<file path="src/rtl/cmdarg_pkg.sv">
// ----------------------------------------------------------------------------
// cmdarg_pkg: shared types and constants for the argument splitter
// Field width, character codes and parameter defaults used by the channel
// interfaces and the splitter.
// ----------------------------------------------------------------------------
`default_nettype none

package cmdarg_pkg;

    localparam int FIELD_W = 16;

    typedef logic [FIELD_W-1:0] t_field;

    localparam int CHAR_WIDTH_DEF  = 16;
    localparam int COUNT_WIDTH_DEF = 16;

    // character codes
    localparam t_field CH_TAB   = 16'h0009;
    localparam t_field CH_VTAB  = 16'h000B;
    localparam t_field CH_FF    = 16'h000C;
    localparam t_field CH_SPACE = 16'h0020;
    localparam t_field CH_DQ    = 16'h0022;
    localparam t_field CH_BSL   = 16'h005C;

endpackage

`default_nettype wire

</file>
<file path="src/rtl/cmdarg_if.sv">
// ----------------------------------------------------------------------------
// cmdarg channel interfaces
// Valid/ready channels for the character stream in and the write
// instructions out.
// ----------------------------------------------------------------------------
`default_nettype none

interface cmdarg_in_if;
    import cmdarg_pkg::*;

    logic   valid;
    logic   ready;
    t_field ch;
    logic   last;

    modport source (output valid, output ch, output last, input ready);
    modport sink   (input valid, input ch, input last, output ready);
endinterface

interface cmdarg_out_if;
    import cmdarg_pkg::*;

    logic   valid;
    logic   ready;
    t_field backslashes;
    logic   char_valid;
    t_field out_char;
    logic   terminator;
    t_field arg_count;
    logic   done_res;

    modport source (
        output valid, output backslashes, output char_valid, output out_char,
        output terminator, output arg_count, output done_res, input ready
    );
    modport sink (
        input valid, input backslashes, input char_valid, input out_char,
        input terminator, input arg_count, input done_res, output ready
    );
endinterface

`default_nettype wire

</file>
<file path="src/rtl/command_line_argument_splitter.sv">
// ----------------------------------------------------------------------------
// command_line_argument_splitter
// Splits a command line, one character per transfer, into arguments and
// emits one write instruction per character.
// ----------------------------------------------------------------------------
// The block takes one character per clock, unless the sink holds back results,
// and returns exactly one result per character: each character passes through
// the input register and then the result register. The splitting state (quote
// flag, argument flag, pending quote, backslash run, argument count) is updated
// as a result is loaded into the result register, which sets the sustained rate
// at one character per cycle with no bubbles while the sink takes results. Each
// result tells the writer to emit 'backslashes' backslash characters, then
// out_char if char_valid, then a zero if terminator. The item marked last
// flushes any pending run, closes the argument and clears all state for the
// next line. CHAR_WIDTH selects byte (8) or 16-bit characters; COUNT_WIDTH,
// capped at the 16-bit field width, bounds the saturating argument count.
`default_nettype none

module command_line_argument_splitter #(
    parameter int CHAR_WIDTH  = cmdarg_pkg::CHAR_WIDTH_DEF,
    parameter int COUNT_WIDTH = cmdarg_pkg::COUNT_WIDTH_DEF
) (
    input  wire             i_clk,
    input  wire             i_rst_n,
    cmdarg_in_if.sink       i_in,
    cmdarg_out_if.source    o_out
);
    import cmdarg_pkg::*;

    localparam int TOTAL_W = (COUNT_WIDTH < FIELD_W) ? COUNT_WIDTH : FIELD_W;

    typedef logic [CHAR_WIDTH-1:0] t_char;
    typedef logic [TOTAL_W-1:0]    t_total;

    localparam t_char C_TAB   = CH_TAB[CHAR_WIDTH-1:0];
    localparam t_char C_VTAB  = CH_VTAB[CHAR_WIDTH-1:0];
    localparam t_char C_FF    = CH_FF[CHAR_WIDTH-1:0];
    localparam t_char C_SPACE = CH_SPACE[CHAR_WIDTH-1:0];
    localparam t_char C_DQ    = CH_DQ[CHAR_WIDTH-1:0];
    localparam t_char C_BSL   = CH_BSL[CHAR_WIDTH-1:0];

    // input stage
    logic   r_s1_valid;
    t_char  r_ch;
    logic   r_last;

    // splitter state
    logic   r_quoting, n_quoting;
    logic   r_inside, n_inside;
    logic   r_quote_pending, n_quote_pending;
    t_field r_slash_run, n_slash_run;
    t_total r_total, n_total;

    // result stage
    logic   r_out_valid;
    t_field r_bs;
    logic   r_cv;
    t_char  r_oc;
    logic   r_term;
    t_total r_count;
    logic   r_done;

    logic   s1_adv;
    logic   handled;
    logic   blank;
    t_field bs;
    logic   cv;
    t_char  oc;
    logic   term;
    t_total count;

    assign s1_adv     = r_s1_valid && (!r_out_valid || o_out.ready);
    assign i_in.ready = !r_s1_valid || s1_adv;

    assign blank = (r_ch == C_TAB) || (r_ch == C_VTAB) || (r_ch == C_FF) ||
                   (r_ch == C_SPACE);

    always_comb begin
        n_quoting       = r_quoting;
        n_inside        = r_inside;
        n_quote_pending = r_quote_pending;
        n_slash_run     = r_slash_run;
        n_total         = r_total;
        handled         = 1'b0;
        bs              = '0;
        cv              = 1'b0;
        oc              = '0;
        term            = 1'b0;

        // resolve a pending quote or backslash run first
        if (r_quote_pending) begin
            n_quote_pending = 1'b0;
            if (r_ch == C_DQ) begin
                cv      = 1'b1;
                oc      = C_DQ;
                handled = 1'b1;
            end else begin
                n_quoting = 1'b0;
            end
        end else if (r_slash_run != '0) begin
            if (r_ch == C_BSL) begin
                if (r_slash_run != '1) begin
                    n_slash_run = r_slash_run + t_field'(1);
                end
                handled = 1'b1;
            end else begin
                if (r_ch == C_DQ) begin
                    bs = r_slash_run >> 1;
                    if (r_slash_run[0]) begin
                        cv      = 1'b1;
                        oc      = C_DQ;
                        handled = 1'b1;
                    end
                end else begin
                    bs = r_slash_run;
                end
                n_slash_run = '0;
            end
        end

        if (!handled) begin
            if (r_ch == C_BSL) begin
                if (!n_inside) begin
                    n_inside = 1'b1;
                    if (n_total != '1) n_total = n_total + t_total'(1);
                end
                n_slash_run = t_field'(1);
            end else if (r_ch == C_DQ) begin
                if (!n_quoting) begin
                    n_quoting = 1'b1;
                    if (!n_inside) begin
                        n_inside = 1'b1;
                        if (n_total != '1) n_total = n_total + t_total'(1);
                    end
                end else begin
                    n_quote_pending = 1'b1;
                end
            end else if (blank) begin
                if (n_quoting) begin
                    cv = 1'b1;
                    oc = r_ch;
                end else if (n_inside) begin
                    n_inside = 1'b0;
                    term     = 1'b1;
                end
            end else begin
                cv = 1'b1;
                oc = r_ch;
                if (!n_inside) begin
                    n_inside = 1'b1;
                    if (n_total != '1) n_total = n_total + t_total'(1);
                end
            end
        end

        count = n_total;

        // final character: flush the run, close the line, clear state
        if (r_last) begin
            bs              = bs + n_slash_run;
            term            = 1'b1;
            n_quoting       = 1'b0;
            n_inside        = 1'b0;
            n_quote_pending = 1'b0;
            n_slash_run     = '0;
            n_total         = '0;
        end
    end

    always_ff @(posedge i_clk) begin
        if (!i_rst_n) begin
            r_s1_valid      <= 1'b0;
            r_out_valid     <= 1'b0;
            r_quoting       <= 1'b0;
            r_inside        <= 1'b0;
            r_quote_pending <= 1'b0;
            r_slash_run     <= '0;
            r_total         <= '0;
        end else begin
            if (i_in.valid && i_in.ready) begin
                r_s1_valid <= 1'b1;
            end else if (s1_adv) begin
                r_s1_valid <= 1'b0;
            end

            if (s1_adv) begin
                r_out_valid     <= 1'b1;
                r_quoting       <= n_quoting;
                r_inside        <= n_inside;
                r_quote_pending <= n_quote_pending;
                r_slash_run     <= n_slash_run;
                r_total         <= n_total;
            end else if (o_out.ready) begin
                r_out_valid <= 1'b0;
            end
        end
    end

    // payload registers
    always_ff @(posedge i_clk) begin
        if (i_in.valid && i_in.ready) begin
            r_ch   <= i_in.ch[CHAR_WIDTH-1:0];
            r_last <= i_in.last;
        end
        if (s1_adv) begin
            r_bs    <= bs;
            r_cv    <= cv;
            r_oc    <= oc;
            r_term  <= term;
            r_count <= count;
            r_done  <= r_last;
        end
    end

    assign o_out.valid       = r_out_valid;
    assign o_out.backslashes = r_bs;
    assign o_out.char_valid  = r_cv;
    assign o_out.out_char    = t_field'(r_oc);
    assign o_out.terminator  = r_term;
    assign o_out.arg_count   = t_field'(r_count);
    assign o_out.done_res    = r_done;

`ifndef SYNTHESIS
    a_done_has_term: assert property (@(posedge i_clk) disable iff (!i_rst_n)
        o_out.valid && o_out.done_res |-> o_out.terminator)
        else $error("final result without terminator");

    a_clear_after_last: assert property (@(posedge i_clk) disable iff (!i_rst_n)
        s1_adv && r_last |=> (r_slash_run == '0) && !r_quoting && !r_inside &&
                             !r_quote_pending && (r_total == '0))
        else $error("state not cleared after final character");

    a_char_zero: assert property (@(posedge i_clk) disable iff (!i_rst_n)
        o_out.valid && !o_out.char_valid |-> o_out.out_char == '0)
        else $error("out_char nonzero without char_valid");

    a_pending_quoting: assert property (@(posedge i_clk) disable iff (!i_rst_n)
        r_quote_pending |-> r_quoting && (r_slash_run == '0))
        else $error("pending quote outside quoting or with backslash run");
`endif

endmodule

`default_nettype wire
</file>
<file path="src/flat_wrapper.sv">
// flat-port wrapper written by rule: the top's interface ports become plain ports
module command_line_argument_splitter_flat import cmdarg_pkg::*;
#(
    parameter int CHAR_WIDTH  = cmdarg_pkg::CHAR_WIDTH_DEF,
    parameter int COUNT_WIDTH = cmdarg_pkg::COUNT_WIDTH_DEF
)
  (i_clk, i_rst_n, i_in_valid, i_in_ch, i_in_last, i_in_ready, o_out_valid, o_out_backslashes, o_out_char_valid, o_out_out_char, o_out_terminator, o_out_arg_count, o_out_done_res, o_out_ready);
  cmdarg_in_if i_in_i ();
  cmdarg_out_if o_out_i ();
  input  wire i_clk;
  input  wire i_rst_n;
  input wire logic [$bits(i_in_i.valid)-1:0] i_in_valid;
  input wire logic [$bits(i_in_i.ch)-1:0] i_in_ch;
  input wire logic [$bits(i_in_i.last)-1:0] i_in_last;
  output wire logic [$bits(i_in_i.ready)-1:0] i_in_ready;
  output wire logic [$bits(o_out_i.valid)-1:0] o_out_valid;
  output wire logic [$bits(o_out_i.backslashes)-1:0] o_out_backslashes;
  output wire logic [$bits(o_out_i.char_valid)-1:0] o_out_char_valid;
  output wire logic [$bits(o_out_i.out_char)-1:0] o_out_out_char;
  output wire logic [$bits(o_out_i.terminator)-1:0] o_out_terminator;
  output wire logic [$bits(o_out_i.arg_count)-1:0] o_out_arg_count;
  output wire logic [$bits(o_out_i.done_res)-1:0] o_out_done_res;
  input wire logic [$bits(o_out_i.ready)-1:0] o_out_ready;
  assign i_in_i.valid = i_in_valid;
  assign i_in_i.ch = i_in_ch;
  assign i_in_i.last = i_in_last;
  assign i_in_ready = i_in_i.ready;
  assign o_out_valid = o_out_i.valid;
  assign o_out_backslashes = o_out_i.backslashes;
  assign o_out_char_valid = o_out_i.char_valid;
  assign o_out_out_char = o_out_i.out_char;
  assign o_out_terminator = o_out_i.terminator;
  assign o_out_arg_count = o_out_i.arg_count;
  assign o_out_done_res = o_out_i.done_res;
  assign o_out_i.ready = o_out_ready;
  command_line_argument_splitter #(.CHAR_WIDTH(CHAR_WIDTH), .COUNT_WIDTH(COUNT_WIDTH)) u_core (.i_clk(i_clk), .i_rst_n(i_rst_n), .i_in(i_in_i), .o_out(o_out_i));
endmodule
</file>
<file path="config.mk">
export PLATFORM = sky130hd
export DESIGN_NAME = command_line_argument_splitter_flat
export DESIGN_NICKNAME = d
export VERILOG_FILES = /design/src/rtl/cmdarg_pkg.sv /design/src/rtl/cmdarg_if.sv /design/src/rtl/command_line_argument_splitter.sv /design/src/flat_wrapper.sv
export SDC_FILE = /design/constraint.sdc
export NUM_CORES = 1
export LEC_CHECK = 0
export BUFFER_PORTS_ARGS = -buffer_cell sky130_fd_sc_hd__buf_2
export CORE_UTILIZATION = 63
export DETAILED_ROUTE_END_ITERATION = 7
export PLACE_DENSITY = 0.95
export SLEW_MARGIN = 20
export SYNTH_ARGS = -nofsm -noshare
export SYNTH_HDL_FRONTEND = slang
export SYNTH_SLANG_ARGS = --single-unit
</file>
<file path="constraint.sdc">
create_clock -name i_clk -period 7.08 [get_ports i_clk]
set_clock_uncertainty 0.1 [all_clocks]
set_input_delay 0.708 -clock i_clk [delete_from_list [all_inputs] [get_ports i_clk]]
set_output_delay 0.708 -clock i_clk [all_outputs]
set_load 0.01 [all_outputs]
</file>
## After elaboration in Yosys (flattened, before gate mapping)

Cells that the tools add are included.

| word-level totals | value |
|---|---|
| bits of input ports | 21 |
| output and inout bits | 53 |
| bits in registers | 105 |
| word-level logic and storage cells | 115 |

| cells by class | value |
|---|---|
| multiplexer cells | 73 |
| eq/ne operators | 11 |
| reduce and logical (&&, ||, !) cells | 13 |
| $add $sub $neg | 3 |

Operator list:

| operator | count |
|---|---|
| $mux W16 | 29 |
| $eq A16 B4 Y1 const B | 3 |
| $mux W1 | 42 |
| $add A16 B1 Y16 const B | 2 |
| $eq A16 B6 Y1 const B | 2 |
| $ne A16 B16 Y1 const B | 2 |
| $add A16 B16 Y16 | 1 |
| $eq A16 B7 Y1 const B | 1 |
| $reduce_bool A16 Y1 | 1 |
| $mux W6 | 2 |
| $ne A4 B3 Y1 const B | 2 |
| $logic_or A1 B1 Y1 | 5 |
| $reduce_and A4 Y1 | 1 |
| $reduce_bool A2 Y1 | 2 |
| $logic_and A1 B1 Y1 | 2 |
| $logic_not A1 Y1 | 2 |
| $ne A2 B1 Y1 const B | 1 |

## Logic depth before layout (Yosys ltp)

Gate-level depths: netlist of the first run.

| logic depth | value |
|---|---|
| depth in word-level cells | 10 |
| mapped depth | 17 |
| mapped depth without buffers | 16 |

## Worst setup path before layout of the first run

No wires, ideal clock.

| path | value |
|---|---|
| path kind | register to register |
| start point | reg u_core.r_slash_run[0] |
| end point | reg u_core.r_bs[12], in the netlist u_core.o_out.backslashes[12], data pin |
| slack | 2721 ps |
| arrival time | 3998 ps |
| period minus slack after synthesis | 4359 ps |
| buffers on the path | 1 |
| cell stages (with the launch flop) | 18 |
| setup time | 261 ps |
| required time | 6719 ps |
| path through | dfxtp_1 > inv_1 > ha_1 > nor4b_4 > a41o_1 > buf_4 > or3_1 > a21oi_1 > nor2_1 > ha_1 > fa_1 > a21o_1 > a21oi_1 > o21bai_1 > a2111oi_1 > nor2_1 > a21o_1 > a221o_1 |

| on the way | value |
|---|---|
| cells in the longest elaborated chain, start to end | 9 |
| elaborated cells on any way between the ends | 20 |
| classes of those cells | add/sub: 2; eq/ne: 1; mux: 16; reduce/logical: 1 |

RTL lines:

| what | line | RTL |
|---|---|---|
| start: declaration | command_line_argument_splitter.sv:51 | `t_field r_slash_run, n_slash_run;` |
| start signal: assignment | command_line_argument_splitter.sv:191 | `r_slash_run <= n_slash_run;` |
| $add A16 B1 Y16 / $ne A16 B16 Y1 (equally long branches) | command_line_argument_splitter.sv:103, command_line_argument_splitter.sv:102 |  |
| $mux W16 | command_line_argument_splitter.sv:102 | `if (r_slash_run != '1) begin` |
| $mux W16 | command_line_argument_splitter.sv:101 | `if (r_ch == C_BSL) begin` |
| $mux W16 | command_line_argument_splitter.sv:100 | `end else if (r_slash_run != '0) begin` |
| $mux W16 | command_line_argument_splitter.sv:91 | `if (r_quote_pending) begin` |
| $mux W16 | command_line_argument_splitter.sv:122 | `if (r_ch == C_BSL) begin` |
| $mux W16 | command_line_argument_splitter.sv:121 | `if (!handled) begin` |
| $add A16 B16 Y16 | command_line_argument_splitter.sv:160 | `bs = bs + n_slash_run;` |
| $mux W16 * | command_line_argument_splitter.sv:159 | `if (r_last) begin` |
| net u_core.bs[12] | command_line_argument_splitter.sv:66 | `t_field bs;` |
| end signal: assignment | command_line_argument_splitter.sv:206 | `r_bs <= bs;` |
| end: declaration | command_line_argument_splitter.sv:56 | `t_field r_bs;` |

Mark *: on every way through the listed nets, which the timed path passes. The rest lies on a longest branch.
A chain may end at the register's enable or synchronous reset.

## Final worst setup path of the first run

| path | value |
|---|---|
| start point | reg u_core.r_ch[12] |
| end point | reg u_core.r_bs[12], in the netlist u_core.o_out.backslashes[12], data pin |

| on the way | value |
|---|---|
| cells in the longest elaborated chain, start to end | 8 |
| elaborated cells on any way between the ends | 18 |
| classes of those cells | add/sub: 1; eq/ne: 2; mux: 15 |

RTL lines:

| what | line | RTL |
|---|---|---|
| start: declaration | command_line_argument_splitter.sv:44 | `t_char r_ch;` |
| start signal: assignment | command_line_argument_splitter.sv:202 | `r_ch <= i_in.ch[CHAR_WIDTH-1:0];` |
| $eq A16 B7 Y1 / $eq A16 B6 Y1 (equally long branches) | - |  |
| $mux W16 / $mux W1 (equally long branches) | command_line_argument_splitter.sv:101, command_line_argument_splitter.sv:107 |  |
| $mux W16 / $mux W1 (equally long branches) | command_line_argument_splitter.sv:100, command_line_argument_splitter.sv:101 |  |
| $mux W16 / $mux W1 (equally long branches) | command_line_argument_splitter.sv:91, command_line_argument_splitter.sv:100 |  |
| $mux W16 / $mux W1 (equally long branches) | command_line_argument_splitter.sv:122, command_line_argument_splitter.sv:91 |  |
| $mux W16 | command_line_argument_splitter.sv:121 |  |
| $add A16 B16 Y16 | command_line_argument_splitter.sv:160 |  |
| $mux W16 * | command_line_argument_splitter.sv:159 |  |
| net u_core.bs[12] | command_line_argument_splitter.sv:66 |  |

Marks and branches as above.

==> flow_summary_export.csv, run 1 <==
group,metric,value,unit
yosys,synthCells,641,
routing,wl_per_cell,18.3,um
min_path,holdPathStages,0,
setup_path,worstPathCellList,"nor4_2 -> nand4_2 -> nor2_1 -> buf_4 -> nor2_1 -> a21oi_1 -> nor2_1 -> ha_1 -> fa_1 -> a21o_1 -> a21oi_1 -> o21bai_1 -> a2111oi_1 -> nor2_1 -> a21o_1 -> a221o_1",
clock_network,cts_tree,"yes",
setup_path,worst_ep_arrival_time,5.47,ns
setup_path,r2r-start,"u_core.r_ch[12]$_DFFE_PP_",
global_routing,grt_pass1_vias,4952,
routing,final_antenna_net_count,0,
finish,layout_common_cells,"buf_2 (73), edfxtp_1 (68), nand2_1 (58), nor2_1 (51), a21oi_1 (50)",
setup_path,rrSetupSlack,1.65,ns
setup_path,critPathLaunchType,"register",
setup_path,crit_path_end_kind,"register",
yosys,ys_ff_latch,105,
finish,multiInputGateArea,0.00306,mm^2
routing,vias_per_cell,6.59,
timing,final.setup.tns,0,ns
die,fp.dieH,101,um
setup_path,critical_path_class,"reg2reg",
timing,post-route-min-period,5.43,ns
global_routing,grt_max_degree,60,
place,port_buffers,73,
global_routing,grt_first_pass_wirelength,24.2,mm
clock_network,hold_buffers,0,
yosys,synth-seq-area-share,45.3,%
timing,slew_violations,0,
yosys,yosys.cell_types.count,72,
setup_path,r2r.worst_path.cells,16,
routing,first_pass_iters,6,
yosys,synth_area,0.00614,mm^2
die,initial_utilization,65.8,%
min_path,hold_start,"u_core.r_ch[7]$_DFFE_PP_",
die,die_x,101,um
power,ir_drop,0.117,mV
routing,wirelength,14.8,mm
clock_network,clkTransAtPathRegs,0.11,ns
die,die-area,0.0101,mm^2
clock_network,cts_resized,0,
finish,fillCellCount,633,
setup_path,r2r-end,"u_core.o_out.backslashes[12]$_DFFE_PP_",
job,cap_viol_max_count,0,
timing,max_freq,184,MHz
place,place_ws,1.76,ns
clock_network,clkSinkCount,105,
place,place_hpwl,10.1,mm
timing,tightest_slew,0.986,ns
yosys,synth_edf_count,68,
global_routing,grt_overflow,0,
power,power.leakage,2.40,nW
timing,setup_viol,0,
timing,rsz0062_at_grt,"no",
run_status,outcome,"completed",
setup_path,crit_fanout,18,
min_path,min_path_type,"reg2reg",
finish,synthToLayoutAreaGrowth,8.56,%
die,row_count,35,
routing,route.detailed.drc,0,
yosys,synth.avg_cell_area,9.57,um^2
clock_network,worst_skew_pair.late_latency,0.39,ns
timing,fin_crit_sh,76.7,%
min_path,hold_end,"u_core.o_out.out_char[7]$_SDFFCE_PP0P_",
global_routing,track_usage,30.7,%
timing,relSlewSlack,34.3,%
clock_network,post-cts-setup-buffer-count,0,
die,io_pins,74,
die,coreArea,0.00933,mm^2
setup_path,critical_path_required,7.12,ns
timing,hold_viol_final,0,
setup_path,cp_num_buf_inv,1,
finish,antenna_cells,0,
routing,drt_iter0_drc,652,
finish,final_common_cell,"buf_2",
yosys,ys_warn_count,0,
global_routing,antenna_found_initial,0,
finish,drive_above_1_share,18.9,%
power,powerDensity,172,mW/mm^2
setup_path,cpMostUsedCell,"nor2_1",
clock_network,cts_root_buf,"clkbuf_8",
yosys,syn-num-nets,681,
place,place_congestion,0.963,
yosys,synthFlopType,"edfxtp_1",
power,total_power,1.15,mW
setup_path,cp_slowest_stage_delay,0.72,ns
clock_network,cts_max_level,3,
finish,finalNetCount,714,
clock_network,clockBufferDepth,2,
setup_path,cpMaxStageDelayCell,"a2111oi_1",
finish,finalCoreUtilization,71.4,%
timing,setup_ws,1.65,ns
finish,seqCellArea,0.00278,mm^2
yosys,synth-async-reset-ratio,0,%
setup_path,critPathTopFamily,"compound AO/OA/AOI/OAI gates",
routing,vias,5321,
clock_network,cts_buffers,9,
[per-stage QoR]
step                hold WS, ns  instance area [um^2]  cells
detailed placement        0.336                  6440    792
global route              0.368                  6660    808
finish                    0.361                  6660    808
CTS                       0.362                  6650    808
global placement          0.330                  6440    792
floorplan                 0.324                  6140    641
[cells in the mapped netlist (all sizes together), types with 6 or more instances]
library cell / instances / area [um^2]
a211oi: 7 / 57.6
a21o: 8 / 60.1
a21oi: 50 / 250
a22oi: 8 / 60.1
a31oi: 6 / 43.8
a41oi: 7 / 68.8
and2: 9 / 56.3
and3: 11 / 68.8
buf: 22 / 130
clkbuf: 34 / 128
dfxtp: 37 / 741
edfxtp: 68 / 2040
ha: 18 / 225
inv: 11 / 41.3
mux2: 8 / 90.1
nand2: 59 / 224
nand3: 28 / 140
nand3b: 6 / 45.0
nand4: 10 / 75.1
nor2: 53 / 201
nor3: 20 / 105
nor4: 12 / 141
o21ai: 44 / 220
o31ai: 9 / 67.6
or3: 11 / 68.8
xnor2: 21 / 184
xor2: 9 / 78.8
[routing by layer]
metal  vias up  wire length, um  track usage, %
li1       2440                -               -
met5         -                0               0
met4         0              447            13.0
met2       293             7210            50.0
met1      2538             5960            40.1
met3        50             1220            6.31
[final cells by class]
| cell class | instances | area share [%] |
|---|---|---|
| clock buffer | 10 | 1.92 |
| clock inverter | 6 | 1.22 |
| inverter | 12 | 0.676 |
| multi-input combinational | 468 | 46.0 |
| sequential | 105 | 41.8 |
| tap | 129 | 2.42 |
| timing repair buffer | 78 | 6.05 |
[worst reg2reg max path: stages (launching register included)]
cell,delay [ns]
edfxtp_1,0.43
nor4_2,0.37
nand4_2,0.46
nor2_1,0.51
buf_4,0.31
nor2_1,0.06
a21oi_1,0.20
nor2_1,0.08
ha_1,0.21
fa_1,0.42
a21o_1,0.19
a21oi_1,0.27
o21bai_1,0.13
a2111oi_1,0.72
nor2_1,0.21
a21o_1,0.21
a221o_1,0.29
[flip-flops by register name, summed over array words and instances (netlist names)]
signal                    count
u_core.o_out.backslashes     16
u_core.r_last                 1
u_core.r_quote_pending        1
u_core.o_out.terminator       1
u_core.r_slash_run           16
u_core.r_total               16
u_core.o_out.arg_count       16
u_core.r_quoting              1
u_core.r_s1_valid             1
u_core.r_ch                  16
u_core.o_out.valid            1
u_core.o_out.char_valid       1
u_core.r_inside               1
u_core.o_out.out_char        16
u_core.o_out.done_res         1
[worst max-delay path by stage]
stage,start,to,slack (ns),cells after the start
after detailed placement,u_core.r_slash_run[0]$_SDFFE_PN0P_,u_core.o_out.backslashes[12]$_DFFE_PP_,1.76,14
after CTS,u_core.r_slash_run[0]$_SDFFE_PN0P_,u_core.o_out.backslashes[12]$_DFFE_PP_,1.68,14
after global routing,u_core.r_ch[13]$_DFFE_PP_,u_core.o_out.backslashes[12]$_DFFE_PP_,1.36,16
final,u_core.r_ch[12]$_DFFE_PP_,u_core.o_out.backslashes[12]$_DFFE_PP_,1.65,16
after floorplan,u_core.r_slash_run[0]$_SDFFE_PN0P_,u_core.o_out.backslashes[12]$_DFFE_PP_,2.72,17
after global placement,u_core.r_slash_run[0]$_SDFFE_PN0P_,u_core.o_out.backslashes[12]$_DFFE_PP_,1.98,14
[power breakdown]
| group | internal (mW) | switching (mW) |
|---|---|---|
| clock network | 0.172 | 0.222 |
| logic | 0.0225 | 0.0458 |
| registers | 0.673 | 0.0110 |
| total | 0.867 | 0.278 |
[cells by family after synthesis]
logic type	count (synthesis)	share of synthesized area (%)
buffers and inverters	68	4.93
flip-flops	105	45.3
adder cells (fa/ha/maj)	19	4.00
AO/OA/AOI/OAI	167	18.1
XOR/XNOR	30	4.28
AND/OR/NAND/NOR	241	21.4
multiplexers	11	1.96
(Power assumes the default switching activity.)
==> run 2: changes to the inputs <==
- CORE_UTILIZATION: 63 -> 59
- PLACE_DENSITY: 0.95 -> 0.91
- clock period: 7.08 -> 5.4 ns (I/O delays scaled with it)
==> run 2 against run 1 <==
- die area rose by 6.6%
- worst setup slack got worse by 1.1 ns
- largest power group unchanged
- hold slack got worse by 0.15 ns
- global-route usage decreased by 3.6 points
- final cell count grew 0.99%
- wire length shrank 3.1%
- maximum frequency increased by 13%
==> flow_summary_export.csv, run 2 (synthesis results as in run 1) <==
group,metric,value,unit
setup_path,worstPathCellList,"inv_1 -> ha_1 -> nor4b_4 -> a41o_1 -> or3_1 -> a21oi_1 -> nor2_1 -> ha_1 -> fa_1 -> a21o_1 -> a21oi_1 -> o21bai_1 -> a2111oi_2 -> nor2_1 -> a21o_1 -> a221o_1",
clock_network,hold_buffers,0,
routing,vias,5181,
die,io_pins,74,
routing,drt_iter0_drc,397,
run_status,outcome,"completed",
die,fp.dieH,104,um
routing,wirelength,14.4,mm
power,ir_drop,0.151,mV
finish,drive_above_1_share,19.3,%
place,port_buffers,73,
die,row_count,36,
routing,first_pass_iters,5,
setup_path,crit_path_end_kind,"register",
clock_network,cts_tree,"yes",
global_routing,antenna_found_initial,0,
die,initial_utilization,61.9,%
timing,slew_violations,0,
place,dpl_cell_area,0.00648,mm^2
clock_network,cts_max_level,3,
timing,setup_viol,0,
finish,synthToLayoutAreaGrowth,8.50,%
power,p_sw_share,25.2,%
routing,vias_per_cell,6.35,
clock_network,clkTransAtPathRegs,0.10,ns
clock_network,cts_resized,0,
global_routing,grt_overflow,0,
place,place_congestion,0.927,
clock_network,cts_buffers,9,
power,power_switching,0.366,mW
power,p_int,1.08,mW
place,place_hpwl,9.99,mm
routing,wl_per_cell,17.6,um
timing,relSlewSlack,32.7,%
power,comb_power_share,6.3,%
timing,tightest_slew,1.01,ns
global_routing,grt_pass1_vias,4949,
setup_path,cpMaxStageDelayCell,"a2111oi_2",
clock_network,post-cts-setup-buffer-count,0,
clock_network,worst_skew_pair.late_latency,0.40,ns
routing,route.detailed.drc,0,
setup_path,critical_path_required,5.45,ns
clock_network,clockBufferDepth,2,
timing,post-route-min-period,4.81,ns
job,cap_viol_max_count,0,
clock_network,cts_root_buf,"clkbuf_8",
global_routing,grt_max_degree,44,
setup_path,critical_path_class,"reg2reg",
global_routing,track_usage,27.2,%
setup_path,critPathLaunchType,"register",
power,pwr-share-clk,32.0,%
global_routing,grt_first_pass_wirelength,23.5,mm
routing,final_antenna_net_count,0,
setup_path,critPathTopFamily,"compound AO/OA/AOI/OAI gates",
finish,finalNetCount,718,
setup_path,worst_ep_arrival_time,4.86,ns
timing,max_freq,208,MHz
die,die_x,104,um
power,power.leakage,2.41,nW
finish,stdcell_area,0.00666,mm^2
setup_path,crit_fanout,12,
timing,hold_viol_final,0,
clock_network,clkSinkCount,105,
timing,rsz0062_at_grt,"no",
min_path,min_path_type,"in2reg",
die,die-area,0.0108,mm^2
power,p_seq_share,61.6,%
finish,layout_common_cells,"buf_2 (73), edfxtp_1 (68), nand2_1 (58), nor2_1 (52), a21oi_1 (50)",
finish,antenna_cells,0,
timing,final.setup.tns,0,ns
power,powerDensity,218,mW/mm^2
setup_path,cp_slowest_stage_delay,0.57,ns
setup_path,cp_num_buf_inv,1,
die,coreArea,0.00991,mm^2
finish,final_common_cell,"buf_2",
timing,fin_crit_sh,89.1,%
-- run 2: per-stage QoR --
stage / hold slack, ns / cells / setup slack (ns) / utilization, % / total power [mW]
after floorplan: 0.324 / 641 / 1.04 / - / 0.966
final: 0.208 / 816 / 0.589 / 67.2 / 1.45
after global routing: 0.207 / 816 / 0.298 / 67.2 / 1.49
after global placement: 0.330 / 800 / 0.551 / 65.4 / 0.999
after detailed placement: 0.333 / 800 / 0.497 / 65.4 / 1.00
after CTS: 0.205 / 816 / 0.404 / 67.1 / 1.45
-- run 2: worst paths after layout --
path / from / to / slack [ns] / cells after the start
worst max-delay path: u_core.r_slash_run[0]$_SDFFE_PN0P_ / u_core.o_out.backslashes[12]$_DFFE_PP_ / 0.59 / 16
worst max register to register: u_core.r_slash_run[0]$_SDFFE_PN0P_ / u_core.o_out.backslashes[12]$_DFFE_PP_ / 0.59 / 16
worst min-delay path: i_in_ch[2] / u_core.r_ch[2]$_DFFE_PP_ / 0.21 / 1
worst min register to register: u_core.r_ch[8]$_DFFE_PP_ / u_core.o_out.out_char[8]$_SDFFCE_PP0P_ / 0.36 / 0
-- run 2: area by class of cell --
class                           instances  area (um^2)
Sequential cell                       105         2780
Clock inverter                          7         51.3
Fill cell                             771         3250
Clock buffer                            9          124
Inverter                               12         45.0
Tap cell                              133          166
Multi-Input combinational cell        468         3060
Timing Repair Buffer                   82          433
-- run 2: metal layers --
layer  vias to the layer above  share of wire (%)  global-route usage (%)
li1                       2441                  -                       -
met1                      2444                 41                    33.6
met2                       244                 49                    46.0
met3                        52                6.8                    3.76
met4                         0                3.2                    14.7
met5                         -                  0                       0
-- run 2: power by group through the flow --
stage,Clock (mW),Combinational (mW),Sequential [mW]
2_1_floorplan,0,0.0444,0.921
3_3_place_gp,0,0.0889,0.911
3_5_place_dp,0,0.0917,0.913
4_1_cts,0.465,0.0919,0.894
5_1_grt,0.495,0.100,0.897
6_report,0.464,0.0921,0.894
==> run 3: changes to the inputs <==
--- a/config.mk
+++ b/config.mk
@@ -6,8 +6,8 @@
 export NUM_CORES = 1
 export LEC_CHECK = 0
-export BUFFER_PORTS_ARGS = -buffer_cell sky130_fd_sc_hd__buf_2
-export CORE_UTILIZATION = 59
+export CORE_UTILIZATION = 64
 export DETAILED_ROUTE_END_ITERATION = 7
-export PLACE_DENSITY = 0.91
+export DONT_BUFFER_PORTS = 1
+export PLACE_DENSITY = 0.9
 export SLEW_MARGIN = 20
 export SYNTH_ARGS = -nofsm -noshare
--- a/constraint.sdc
+++ b/constraint.sdc
@@ -3,3 +3,3 @@
 set_input_delay 0.54 -clock i_clk [delete_from_list [all_inputs] [get_ports i_clk]]
 set_output_delay 0.54 -clock i_clk [all_outputs]
-set_load 0.01 [all_outputs]
+set_load 0.02 [all_outputs]
==> run 3 against run 2 <==
- cell area is 5.0% lower
- maximum frequency is 3.6% lower
- utilization is 0.94 points higher
- non-clock buffer count is 69 lower
- first-iteration DRC count is 1.3% higher
- critical path depth stayed put
- final cell count is 8.9% lower
- clock power is 2% higher
==> flow_summary_export.csv, run 3 (synthesis results as in run 1) <==
group,metric,value,unit
clock_network,cts_tree,"yes",
place,place_ws,0.563,ns
die,io_pins,74,
finish,final_common_cell,"edfxtp_1",
power,p_seq_share,63.5,%
routing,route.detailed.drc,0,
timing,fin_crit_sh,92.4,%
global_routing,track_usage,29.3,%
global_routing,grt_pass1_vias,4709,
clock_network,clkTransAtPathRegs,0.11,ns
timing,relSlewSlack,32.6,%
global_routing,grt_first_pass_wirelength,22.8,mm
setup_path,critical_path_required,5.44,ns
clock_network,cts_buffers,9,
finish,drive_above_1_share,9.93,%
die,die-area,0.00999,mm^2
die,coreArea,0.00928,mm^2
power,powerDensity,229,mW/mm^2
setup_path,worst_ep_arrival_time,5.04,ns
clock_network,clkSinkCount,105,
timing,setup_viol,0,
die,fp.dieH,99.9,um
min_path,min_path_type,"in2reg",
job,cap_viol_max_count,0,
clock_network,post-cts-setup-buffer-count,0,
clock_network,worst_skew_pair.late_latency,0.39,ns
power,p_sw_share,25.8,%
routing,vias_per_cell,6.76,
global_routing,antenna_found_initial,0,
clock_network,hold_buffers,0,
routing,final_antenna_net_count,0,
setup_path,cp_slowest_stage_delay,0.70,ns
power,power.leakage,2.14,nW
global_routing,grt_overflow,0,
clock_network,cts_max_level,3,
place,dp.cells,727,
timing,max_freq,200,MHz
run_status,outcome,"completed",
power,pwr-share-clk,32.5,%
place,port_buffers,0,
die,die_x,99.9,um
timing,slew_violations,0,
setup_path,cpMaxStageDelayCell,"a2111oi_1",
setup_path,worstPathCellList,"inv_1 -> ha_1 -> nor4b_4 -> a41o_1 -> or3_1 -> a21oi_1 -> nor2_1 -> ha_1 -> fa_1 -> a21o_1 -> a21oi_1 -> o21bai_1 -> a2111oi_1 -> nor2_1 -> a21o_1 -> a221o_1",
finish,synthToLayoutAreaGrowth,3.08,%
timing,rsz0062_at_grt,"no",
finish,finalNetCount,649,
clock_network,cts_resized,0,
power,comb_power_share,4.0,%
place,place_congestion,0.958,
global_routing,grt_max_degree,44,
routing,first_pass_iters,7,
routing,wirelength,14.0,mm
place,place_hpwl,9.55,mm
setup_path,critPathLaunchType,"register",
power,p_int,1.08,mW
setup_path,crit_path_end_kind,"register",
clock_network,cts_root_buf,"clkbuf_8",
power,ir_drop,0.138,mV
setup_path,critical_path_class,"reg2reg",
routing,wl_per_cell,18.8,um
routing,vias,5021,
routing,drt_iter0_drc,402,
setup_path,crit_fanout,12,
timing,hold_viol_final,0,
timing,setup_ws,0.408,ns
power,power_switching,0.374,mW
finish,antenna_cells,0,
setup_path,critPathTopFamily,"compound AO/OA/AOI/OAI gates",
timing,tightest_slew,1.01,ns
setup_path,rrSetupSlack,0.41,ns
die,initial_utilization,66.1,%
clock_network,clockBufferDepth,2,
timing,post-route-min-period,4.99,ns
finish,layout.cells.non_filler,743,
finish,layout_common_cells,"edfxtp_1 (68), nand2_1 (58), nor2_1 (52), a21oi_1 (50)",
die,row_count,35,
setup_path,cp_num_buf_inv,1,
timing,final.setup.tns,0,ns
[run 3: routing by layer]
metal  part of all wire (%)  GRT usage [%]
met1                     42           37.9
met2                     49           49.0
met3                    7.4           6.13
met4                    1.7           9.73
met5                      0              0
[run 3: path summary, 6_finish.rpt]
path	from	end	cells after the start
min reg2reg	u_core.r_ch[9]$_DFFE_PP_	u_core.o_out.out_char[9]$_SDFFCE_PP0P_	0
max	u_core.r_slash_run[0]$_SDFFE_PN0P_	u_core.o_out.backslashes[12]$_DFFE_PP_	16
min	i_in_ch[8]	u_core.r_ch[8]$_DFFE_PP_	0
max reg2reg	u_core.r_slash_run[0]$_SDFFE_PN0P_	u_core.o_out.backslashes[12]$_DFFE_PP_	16
[run 3: metrics by stage]
stage / total power [mW] / util (%) / cell area (um^2) / hold slack (ns)
2_1_floorplan: 0.980 / - / 6140 / 0.324
3_3_place_gp: 0.992 / 66.1 / 6140 / 0.331
3_5_place_dp: 0.996 / 66.1 / 6140 / 0.336
4_1_cts: 1.46 / 68.1 / 6330 / 0.124
5_1_grt: 1.50 / 68.1 / 6330 / 0.107
6_report: 1.45 / 68.1 / 6330 / 0.135
[run 3: cell type report]
class                      count  area, um^2
multi-input combinational    468        3050
fill                         695        2960
sequential                   105        2780
tap                          129         161
clock buffer                  10         128
timing repair buffer          13        97.6
clock inverter                 6        60.1
inverter                      12        45.0
[run 3: power by group through the flow]
stage	logic (mW)	clock network, mW	registers, mW
after floorplan	0.0445	0	0.935
after global placement	0.0539	0	0.938
after detailed placement	0.0563	0	0.940
after CTS	0.0566	0.477	0.921
after global routing	0.0628	0.512	0.924
final	0.0581	0.471	0.921
